===== config.mk =====
export PLATFORM = sky130hd
export DESIGN_NAME = wftc_sequencer
export DESIGN_NICKNAME = d
export VERILOG_FILES = /design/src/rtl/wftc_pkg.sv /design/src/rtl/wftc_sequencer.sv
export SDC_FILE = /design/constraint.sdc
export NUM_CORES = 1
export LEC_CHECK = 0
export ABC_AREA = 1
export BUFFER_PORTS_ARGS = -buffer_cell sky130_fd_sc_hd__buf_2
export CORE_UTILIZATION = 47
export DETAILED_ROUTE_END_ITERATION = 6
export PLACE_DENSITY = 0.85
export SETUP_SLACK_MARGIN = 0.05
export SLEW_MARGIN = 10
export SYNTH_ARGS = -nofsm -noshare
export SYNTH_HDL_FRONTEND = slang
export SYNTH_SLANG_ARGS = --single-unit

===== constraint.sdc =====
create_clock -name clock -period 2.4 [get_ports clock]
set_input_delay 0.36 -clock clock [delete_from_list [all_inputs] [get_ports clock]]
set_output_delay 0.36 -clock clock [all_outputs]
set_load 0.02 [all_outputs]

===== src/rtl/wftc_pkg.sv =====
// ----------------------------------------------------------------------------
// wftc_pkg: shared types, constants and microcode for the frequency counter
// Holds the payload structs, the control word layout, the flag group and the
// microcode program of the window frequency threshold counter.
// ----------------------------------------------------------------------------
`default_nettype none

package wftc_pkg;

   localparam int NUM_COLOURS = 131072;
   localparam int TREE_DEPTH  = 65536;
   localparam int COLOUR_W    = 17;
   localparam int KVAL_W      = 17;
   localparam int COUNT_W     = 16;
   localparam int SUM_W       = 18;
   localparam int STEP_W      = 5;

   localparam logic [15:0] CAP_RESET = 16'hFFFF;

   localparam logic [1:0] OP_ADD    = 2'd0;
   localparam logic [1:0] OP_REMOVE = 2'd1;
   localparam logic [1:0] OP_QUERY  = 2'd2;
   localparam logic [1:0] OP_NONE   = 2'd3;

   localparam logic [3:0] C_NEVER     = 4'd0;
   localparam logic [3:0] C_ALWAYS    = 4'd1;
   localparam logic [3:0] C_NO_REQ    = 4'd2;
   localparam logic [3:0] C_OP_QUERY  = 4'd3;
   localparam logic [3:0] C_OP_NONE   = 4'd4;
   localparam logic [3:0] C_REFUSE    = 4'd5;
   localparam logic [3:0] C_CNT_ZERO  = 4'd6;
   localparam logic [3:0] C_NEW_ZERO  = 4'd7;
   localparam logic [3:0] C_UP_MORE   = 4'd8;
   localparam logic [3:0] C_DOWN_MORE = 4'd9;
   localparam logic [3:0] C_K_OVER    = 4'd10;
   localparam logic [3:0] C_K_ONE     = 4'd11;
   localparam logic [3:0] C_CLR_MORE  = 4'd12;
   localparam logic [3:0] C_OUT_BUSY  = 4'd13;

   localparam logic [2:0] POS_HOLD     = 3'd0;
   localparam logic [2:0] POS_LOAD_CNT = 3'd1;
   localparam logic [2:0] POS_LOAD_NEW = 3'd2;
   localparam logic [2:0] POS_LOAD_CAP = 3'd3;
   localparam logic [2:0] POS_LOAD_KM1 = 3'd4;
   localparam logic [2:0] POS_UP       = 3'd5;
   localparam logic [2:0] POS_DOWN     = 3'd6;

   localparam logic [1:0] ACC_HOLD = 2'd0;
   localparam logic [1:0] ACC_ADD  = 2'd1;
   localparam logic [1:0] ACC_SUB  = 2'd2;

   localparam logic [STEP_W-1:0] STEP_FETCH     = 5'd0;
   localparam logic [STEP_W-1:0] STEP_DISPATCH  = 5'd1;
   localparam logic [STEP_W-1:0] STEP_CNT_READ  = 5'd2;
   localparam logic [STEP_W-1:0] STEP_CNT_CHECK = 5'd3;
   localparam logic [STEP_W-1:0] STEP_DEC_SETUP = 5'd4;
   localparam logic [STEP_W-1:0] STEP_DEC_READ  = 5'd5;
   localparam logic [STEP_W-1:0] STEP_DEC_WRITE = 5'd6;
   localparam logic [STEP_W-1:0] STEP_INC_SETUP = 5'd7;
   localparam logic [STEP_W-1:0] STEP_INC_READ  = 5'd8;
   localparam logic [STEP_W-1:0] STEP_INC_WRITE = 5'd9;
   localparam logic [STEP_W-1:0] STEP_UPD_END   = 5'd10;
   localparam logic [STEP_W-1:0] STEP_Q_SETUP   = 5'd11;
   localparam logic [STEP_W-1:0] STEP_HI_READ   = 5'd12;
   localparam logic [STEP_W-1:0] STEP_HI_SUM    = 5'd13;
   localparam logic [STEP_W-1:0] STEP_LO_SETUP  = 5'd14;
   localparam logic [STEP_W-1:0] STEP_LO_READ   = 5'd15;
   localparam logic [STEP_W-1:0] STEP_LO_SUM    = 5'd16;
   localparam logic [STEP_W-1:0] STEP_DONE      = 5'd17;
   localparam logic [STEP_W-1:0] STEP_RETURN    = 5'd18;
   localparam logic [STEP_W-1:0] STEP_CLEAR     = 5'd19;
   localparam logic [STEP_W-1:0] STEP_CLR_END   = 5'd20;

   typedef struct packed {
      logic [1:0]          op;
      logic [COLOUR_W-1:0] colour;
      logic [KVAL_W-1:0]   min_count;
   } req_type;

   typedef struct packed {
      logic [SUM_W-1:0] colours_at_least;
      logic             error;
   } rsp_type;

   typedef struct packed {
      logic [3:0]        cond;
      logic [STEP_W-1:0] target;
      logic              fetch;
      logic              count_rd;
      logic              count_wr;
      logic              latch_cnt;
      logic              tree_rd;
      logic              tree_wr;
      logic              tree_inc;
      logic [2:0]        pos_op;
      logic [1:0]        acc_op;
      logic              respond;
      logic              clear;
   } ucode_type;

   typedef struct packed {
      logic no_req;
      logic op_query;
      logic op_none;
      logic refuse;
      logic cnt_zero;
      logic new_zero;
      logic up_more;
      logic down_more;
      logic k_over;
      logic k_one;
      logic clr_more;
      logic out_busy;
   } flags_type;

   function automatic ucode_type ucode_word(input logic [STEP_W-1:0] step);
      ucode_type w;
      w = '0;
      unique case (step)
         STEP_FETCH: begin
            w.fetch = 1'b1;
            w.cond = C_NO_REQ;
            w.target = STEP_FETCH;
         end
         STEP_DISPATCH: begin
            w.cond = C_OP_QUERY;
            w.target = STEP_Q_SETUP;
         end
         STEP_CNT_READ: begin
            w.count_rd = 1'b1;
            w.cond = C_OP_NONE;
            w.target = STEP_DONE;
         end
         STEP_CNT_CHECK: begin
            w.latch_cnt = 1'b1;
            w.cond = C_REFUSE;
            w.target = STEP_DONE;
         end
         STEP_DEC_SETUP: begin
            w.pos_op = POS_LOAD_CNT;
            w.cond = C_CNT_ZERO;
            w.target = STEP_INC_SETUP;
         end
         STEP_DEC_READ: begin
            w.tree_rd = 1'b1;
         end
         STEP_DEC_WRITE: begin
            w.tree_wr = 1'b1;
            w.pos_op = POS_UP;
            w.cond = C_UP_MORE;
            w.target = STEP_DEC_READ;
         end
         STEP_INC_SETUP: begin
            w.count_wr = 1'b1;
            w.pos_op = POS_LOAD_NEW;
            w.cond = C_NEW_ZERO;
            w.target = STEP_DONE;
         end
         STEP_INC_READ: begin
            w.tree_rd = 1'b1;
         end
         STEP_INC_WRITE: begin
            w.tree_wr = 1'b1;
            w.tree_inc = 1'b1;
            w.pos_op = POS_UP;
            w.cond = C_UP_MORE;
            w.target = STEP_INC_READ;
         end
         STEP_UPD_END: begin
            w.cond = C_ALWAYS;
            w.target = STEP_DONE;
         end
         STEP_Q_SETUP: begin
            w.pos_op = POS_LOAD_CAP;
            w.cond = C_K_OVER;
            w.target = STEP_DONE;
         end
         STEP_HI_READ: begin
            w.tree_rd = 1'b1;
         end
         STEP_HI_SUM: begin
            w.acc_op = ACC_ADD;
            w.pos_op = POS_DOWN;
            w.cond = C_DOWN_MORE;
            w.target = STEP_HI_READ;
         end
         STEP_LO_SETUP: begin
            w.pos_op = POS_LOAD_KM1;
            w.cond = C_K_ONE;
            w.target = STEP_DONE;
         end
         STEP_LO_READ: begin
            w.tree_rd = 1'b1;
         end
         STEP_LO_SUM: begin
            w.acc_op = ACC_SUB;
            w.pos_op = POS_DOWN;
            w.cond = C_DOWN_MORE;
            w.target = STEP_LO_READ;
         end
         STEP_DONE: begin
            w.respond = 1'b1;
            w.cond = C_OUT_BUSY;
            w.target = STEP_DONE;
         end
         STEP_RETURN: begin
            w.cond = C_ALWAYS;
            w.target = STEP_FETCH;
         end
         STEP_CLEAR: begin
            w.clear = 1'b1;
            w.cond = C_CLR_MORE;
            w.target = STEP_CLEAR;
         end
         STEP_CLR_END: begin
            w.cond = C_ALWAYS;
            w.target = STEP_FETCH;
         end
         default: begin
            w.cond = C_ALWAYS;
            w.target = STEP_FETCH;
         end
      endcase
      return w;
   endfunction

endpackage

`default_nettype wire


===== src/rtl/wftc_sequencer.sv =====
// ----------------------------------------------------------------------------
// wftc_sequencer: microcode step counter
// Holds the step counter, looks up the control word of the current step and
// takes a conditional jump or moves on to the next step.
// ----------------------------------------------------------------------------
`default_nettype none

module wftc_sequencer
   import wftc_pkg::*;
(
   input  wire logic      clock,
   input  wire logic      reset,
   input  wire flags_type flags,
   output ucode_type      ctrl
);

   logic [STEP_W-1:0] step_ff;
   logic [STEP_W-1:0] step_in;
   logic              taken;

   assign ctrl = ucode_word(step_ff);

   always_comb begin
      unique case (ctrl.cond)
         C_NEVER:     taken = 1'b0;
         C_ALWAYS:    taken = 1'b1;
         C_NO_REQ:    taken = flags.no_req;
         C_OP_QUERY:  taken = flags.op_query;
         C_OP_NONE:   taken = flags.op_none;
         C_REFUSE:    taken = flags.refuse;
         C_CNT_ZERO:  taken = flags.cnt_zero;
         C_NEW_ZERO:  taken = flags.new_zero;
         C_UP_MORE:   taken = flags.up_more;
         C_DOWN_MORE: taken = flags.down_more;
         C_K_OVER:    taken = flags.k_over;
         C_K_ONE:     taken = flags.k_one;
         C_CLR_MORE:  taken = flags.clr_more;
         C_OUT_BUSY:  taken = flags.out_busy;
         default:     taken = 1'b0;
      endcase
      step_in = taken ? ctrl.target : step_ff + 1'b1;
   end

   always_ff @(posedge clock) begin
      if (reset) begin
         step_ff <= STEP_CLEAR;
      end else begin
         step_ff <= step_in;
      end
   end

endmodule

`default_nettype wire


======== After elaboration in Yosys (flattened, before gate mapping) ========
Cells that the tools add are included.
word-level totals
  register bits ........................... 5
  bits in latches ......................... 0
  bits in writable memories ............... 0
  bits in read-only memories .............. 0
  bits of input ports ..................... 14
  output and inout bits ................... 23
  word-level logic and storage cells ...... 51
  memories kept ........................... 0
cells by class
  add/sub/neg operators ................... 1
  $mul .................................... 0
  divide/modulo/power cells ............... 0
  order comparisons ....................... 0
  eq/ne operators ......................... 31
  shift-type cells ........................ 0
  multiplexer cells ....................... 14
  bitwise operators ....................... 0
  reductions and logical operators ........ 4
operators with widths
  kind                   count
  $pmux W9 S16           1
  $eq A5 B4 Y1 const B   8
  $eq A4 B4 Y1 const B   6
  $eq A5 B3 Y1 const B   4
  $pmux W3 S6            1
  $eq A4 B3 Y1 const B   4
  $eq A5 B5 Y1 const B   3
  $pmux W1 S13           1
  $eq A5 B2 Y1 const B   2
  $mux W1                9
  $eq A4 B2 Y1 const B   2
  $add A5 B1 Y5 const B  1
  $eq A5 B1 Y1 const B   1
  $logic_not A5 Y1       1
  $mux W5                1
  $eq A4 B1 Y1 const B   1
  $pmux W2 S2            1
  $reduce_or A2 Y1       2
  $reduce_or A4 Y1       1

======== Logic depth before layout (Yosys ltp) ========
  word-level depth ........................ 6
  mapped depth ............................ 20
  mapped depth without buffers ............ 20

======== Worst setup path after synthesis ========
Ideal clock, no wire load.
  path kind ............................... register to register
  from .................................... reg step_ff[0]
  to ...................................... reg step_ff[3]
  library setup time ...................... 0.113 ns
  arrival ................................. 2.020 ns
  data required time ...................... 2.287 ns
  setup slack ............................. 0.267 ns
  cell stages (with the launch flop) ...... 15
  buffers on the path ..................... 0
  period minus slack after synthesis ...... 2.133 ns
  cells stage by stage .................... dfxtp_1 > ha_1 > nand2_2 > nor2_1 > nor2_1 > nand2_1 > nor2_4 > inv_2 > nand4_1 > a21oi_1 > nand2_2 > nand2_2 > nand2_1 > nand2_1 > nor2_1
RTL lines
  element                   RTL line              RTL
  start: declaration        wftc_sequencer.sv:17  logic [STEP_W-1:0] step_ff;
  start signal: assignment  wftc_sequencer.sv:48  step_ff <= step_in;

==> flow_metrics.env <==
export IMPL_clock_buffers_created_by_tritoncts=3
export IMPL_tritoncts="yes"
export IMPL_grt_setup_unrepaired="no"
export IMPL_postSynth_topFlopCell="sky130_fd_sc_hd__dfxtp_1"
export IMPL_drt_pass1_iter_count=6
export IMPL_yosys_area_top_type="sky130_fd_sc_hd__nand2_1"
export IMPL_finish_net_count=220
export IMPL_post_route_period_util_pct=92.8
export IMPL_die_height_um=45.4
export IMPL_sequential_area_share_after_synthesis_pct=11.3
export IMPL_slew_violations=0
export IMPL_wl_per_cell_um=11.7
export IMPL_place_ws_ns=0.120
export IMPL_drt_first_iter_violations=67
export IMPL_grt_remaining_overflow=0
export IMPL_reg_largest_list="step_ff x5"
export IMPL_holdCritPathClass="input port to register"
export IMPL_yosysMostFrequentCell="sky130_fd_sc_hd__nand2_1"
export IMPL_netlist_top_cells_area="sky130_fd_sc_hd__nand2_1, sky130_fd_sc_hd__dfxtp_1, sky130_fd_sc_hd__inv_1"
export IMPL_max_freq_ghz=0.449
export IMPL_cts_max_path_buffers=2
export IMPL_drc_errors=0
export IMPL_io_buffer_count=36
export IMPL_run_status="complete, no violations"
export IMPL_crit_path_max_fanout=7
export IMPL_half_perimeter_wire_length_of_the_detailed_placement_result_um=2070
export IMPL_total_leakage_power_uw=0.000755
export IMPL_critPathArrivalTime_ns=1.87
export IMPL_power_ir_vdd_worst_mv=1.09
export IMPL_regMostFlops="step_ff"
export IMPL_vias=1145
export IMPL_gr_usage_all_layers_pct=25.8
export IMPL_fp_coreArea_um2=1750
export IMPL_floorplan_die_width_um=45.4
export IMPL_relSlewSlack_pct=76.5
export IMPL_syn_instance_count=157
export IMPL_clock_latency_ns=0.24
export IMPL_ys_types=22
export IMPL_final_routed_wirelength_um=2640
export IMPL_tritoncts_num_sinks=5
export IMPL_ys_seq_elements=5
export IMPL_postSynth_asyncResetShare_pct=0
export IMPL_postSynthAreaPerCell_um2=5.64
export IMPL_regToRegStartpoint="step_ff[0]$_SDFF_PP1_"
export IMPL_setup_slack_ns=0.173
export IMPL_first_pass_grt_wire_length_um=3890
export IMPL_start_util_pct=50.8
export IMPL_critPathLaunchType="register"
export IMPL_cp_end_kind="output port"
export IMPL_final_antenna_net_count=0
export IMPL_cp_required_ns=2.04
export IMPL_syn_nets=176
export IMPL_power_per_cell_area_nw_per_um2=1740
export IMPL_synth_enable_flop_cells=0
export IMPL_number_of_top_level_pins=37
export IMPL_setup_violations_final=0
export IMPL_insertedDiodeCount=0
export IMPL_fp_dieArea_um2=2060
export IMPL_cts_root_buffer_cell="sky130_fd_sc_hd__clkbuf_4"
export IMPL_grt_antenna_before_repair=0
export IMPL_criticalPathCategory="register to output port"
export IMPL_setup_tns_ns=0
export IMPL_min_period_ns=2.23
export IMPL_maxCapViolations=0
export IMPL_vias_per_cell=5.09
export IMPL_final_count_of_hold_timing_violations=0
export IMPL_largest_register_ffs=5
export IMPL_cts_reportedPaths_clkPinSlew_ns=0.04
export IMPL_grt_start_max_net_pins=11
export IMPL_gp_congestion=0.912
export IMPL_warning_count_from_the_yosys_run=0
export IMPL_drive_gt1_share_pct=39.5
export IMPL_first_global_vias=887
export IMPL_layout_area_overhead_vs_synth_pct=35.7
export IMPL_clock_skew_ns=0.000811
export IMPL_tightest_slew_ns=0.352
export IMPL_setup_worst_path_start="step_ff[1]$_SDFF_PP1_"
export IMPL_std_cell_rows=15
export IMPL_worst_hold_startpoint="reset"
export IMPL_depth_of_the_cts_h_tree=1
export IMPL_synth_top_area_share_pct=14.8
export IMPL_synth_cell_area_um2=886
export IMPL_synth_commonest_cells="sky130_fd_sc_hd__nand2_1, sky130_fd_sc_hd__inv_1, sky130_fd_sc_hd__nor2_1"
[cell usage in the layout, fill, tap and decap left out]
cell                       netlist  routed
sky130_fd_sc_hd__inv_2           4       4
sky130_fd_sc_hd__clkinv_1        1       1
sky130_fd_sc_hd__nor3_4          1       1
sky130_fd_sc_hd__inv_1          26      26
sky130_fd_sc_hd__nand4_1         8       8
sky130_fd_sc_hd__nor2_4          2       5
sky130_fd_sc_hd__buf_2           0      36
sky130_fd_sc_hd__dfxtp_2         0       1
sky130_fd_sc_hd__dfxtp_1         5       3
sky130_fd_sc_hd__nor3_1          2       2
sky130_fd_sc_hd__ha_4            0       1
sky130_fd_sc_hd__clkbuf_1        0       1
sky130_fd_sc_hd__buf_4           0       3
sky130_fd_sc_hd__nand2_2         8       8
sky130_fd_sc_hd__or2_0           1       1
sky130_fd_sc_hd__xor2_1          2       2
sky130_fd_sc_hd__o211ai_1        2       2
sky130_fd_sc_hd__nor2_2          7       7
sky130_fd_sc_hd__nand3_2         0       1
sky130_fd_sc_hd__nand3b_1        2       2
sky130_fd_sc_hd__a21oi_1         3       2
sky130_fd_sc_hd__ha_1            5       1
sky130_fd_sc_hd__nand2_4         3       4
sky130_fd_sc_hd__nand2_1        35      34
sky130_fd_sc_hd__nand3_1        17      16
sky130_fd_sc_hd__clkbuf_4        0       3
sky130_fd_sc_hd__dfxtp_4         0       1
sky130_fd_sc_hd__nor2_1         21      19
sky130_fd_sc_hd__a21oi_2         0       1
sky130_fd_sc_hd__ha_2            0       3
sky130_fd_sc_hd__o21ai_0         1       1
[where the power goes]
part	leakage [uW]	switching, uW	internal (uW)
combinational	0.000698	1200	602
clock	0.0000150	32.3	62.7
sequential	0.0000417	58.6	131
[path summary, 6_finish.rpt]
| check | slack, ns | depth (start not counted) | endpoint |
|---|---|---|---|
| worst min register to register | 0.66 | 3 | step_ff[0]$_SDFF_PP1_ |
| worst max register to register | 0.23 | 14 | step_ff[1]$_SDFF_PP1_ |
| worst max-delay path | 0.17 | 12 | ctrl[19] |
| worst min-delay path | 0.39 | 3 | step_ff[4]$_SDFF_PP1_ |
[metrics by stage]
stage	utilization (%)	hold slack (ns)	cells	area (um^2)	power [uW]
5_1_grt	68.9	0.397	225	1200	2300
3_3_place_gp	62.7	0.610	218	1090	1780
6_report	68.9	0.390	225	1200	2090
2_1_floorplan	-	0.516	157	886	1430
4_1_cts	64.2	0.391	222	1120	1930
3_5_place_dp	62.7	0.640	218	1090	1820
[worst max-delay path, stage by stage (launching register included)]
cell and delay, ns:
sky130_fd_sc_hd__dfxtp_2 0.35, sky130_fd_sc_hd__inv_1 0.09, sky130_fd_sc_hd__ha_4 0.19, sky130_fd_sc_hd__inv_1 0.06, sky130_fd_sc_hd__nor2_2 0.05, sky130_fd_sc_hd__nand2_1 0.11
sky130_fd_sc_hd__nand2_2 0.10, sky130_fd_sc_hd__nor2_2 0.11, sky130_fd_sc_hd__nand2_1 0.10, sky130_fd_sc_hd__nor2_4 0.13, sky130_fd_sc_hd__nand2_4 0.09, sky130_fd_sc_hd__nand2_4 0.09
sky130_fd_sc_hd__buf_2 0.16
[cell type report]
cell class                 instances  area [um^2]
clock buffer                       4         26.3
fill                             172          543
inverter                          31          116
multi-input combinational        121          721
sequential                         5          105
tap                               25         31.3
timing repair buffer              39          203
[routing by layer]
metal | global-route usage, % | up-vias | share of wire [%]
met5 | 0 | - | 0
met4 | 7.27 | 0 | 0.15
met3 | 2.38 | 2 | 7.2
met2 | 40.3 | 55 | 50
met1 | 37.3 | 510 | 42
li1 | - | 578 | -
[repair_timing]
action                     CTS  global route
setup endpoints to repair    0             7
hold buffers                 0             0
resized for setup            0            17
setup buffers                0             2
[kinds of logic after synthesis]
group / after synthesis / synth area share (%)
adders and majority gates: 5 / 7.06
DFF: 5 / 11.3
buffers and inverters: 32 / 14.4
xor gates and xnor gates: 2 / 1.98
AOI/OAI and AO/OA: 6 / 3.95
and+or+nand+nor: 107 / 61.3
(Power assumes the default switching activity.)
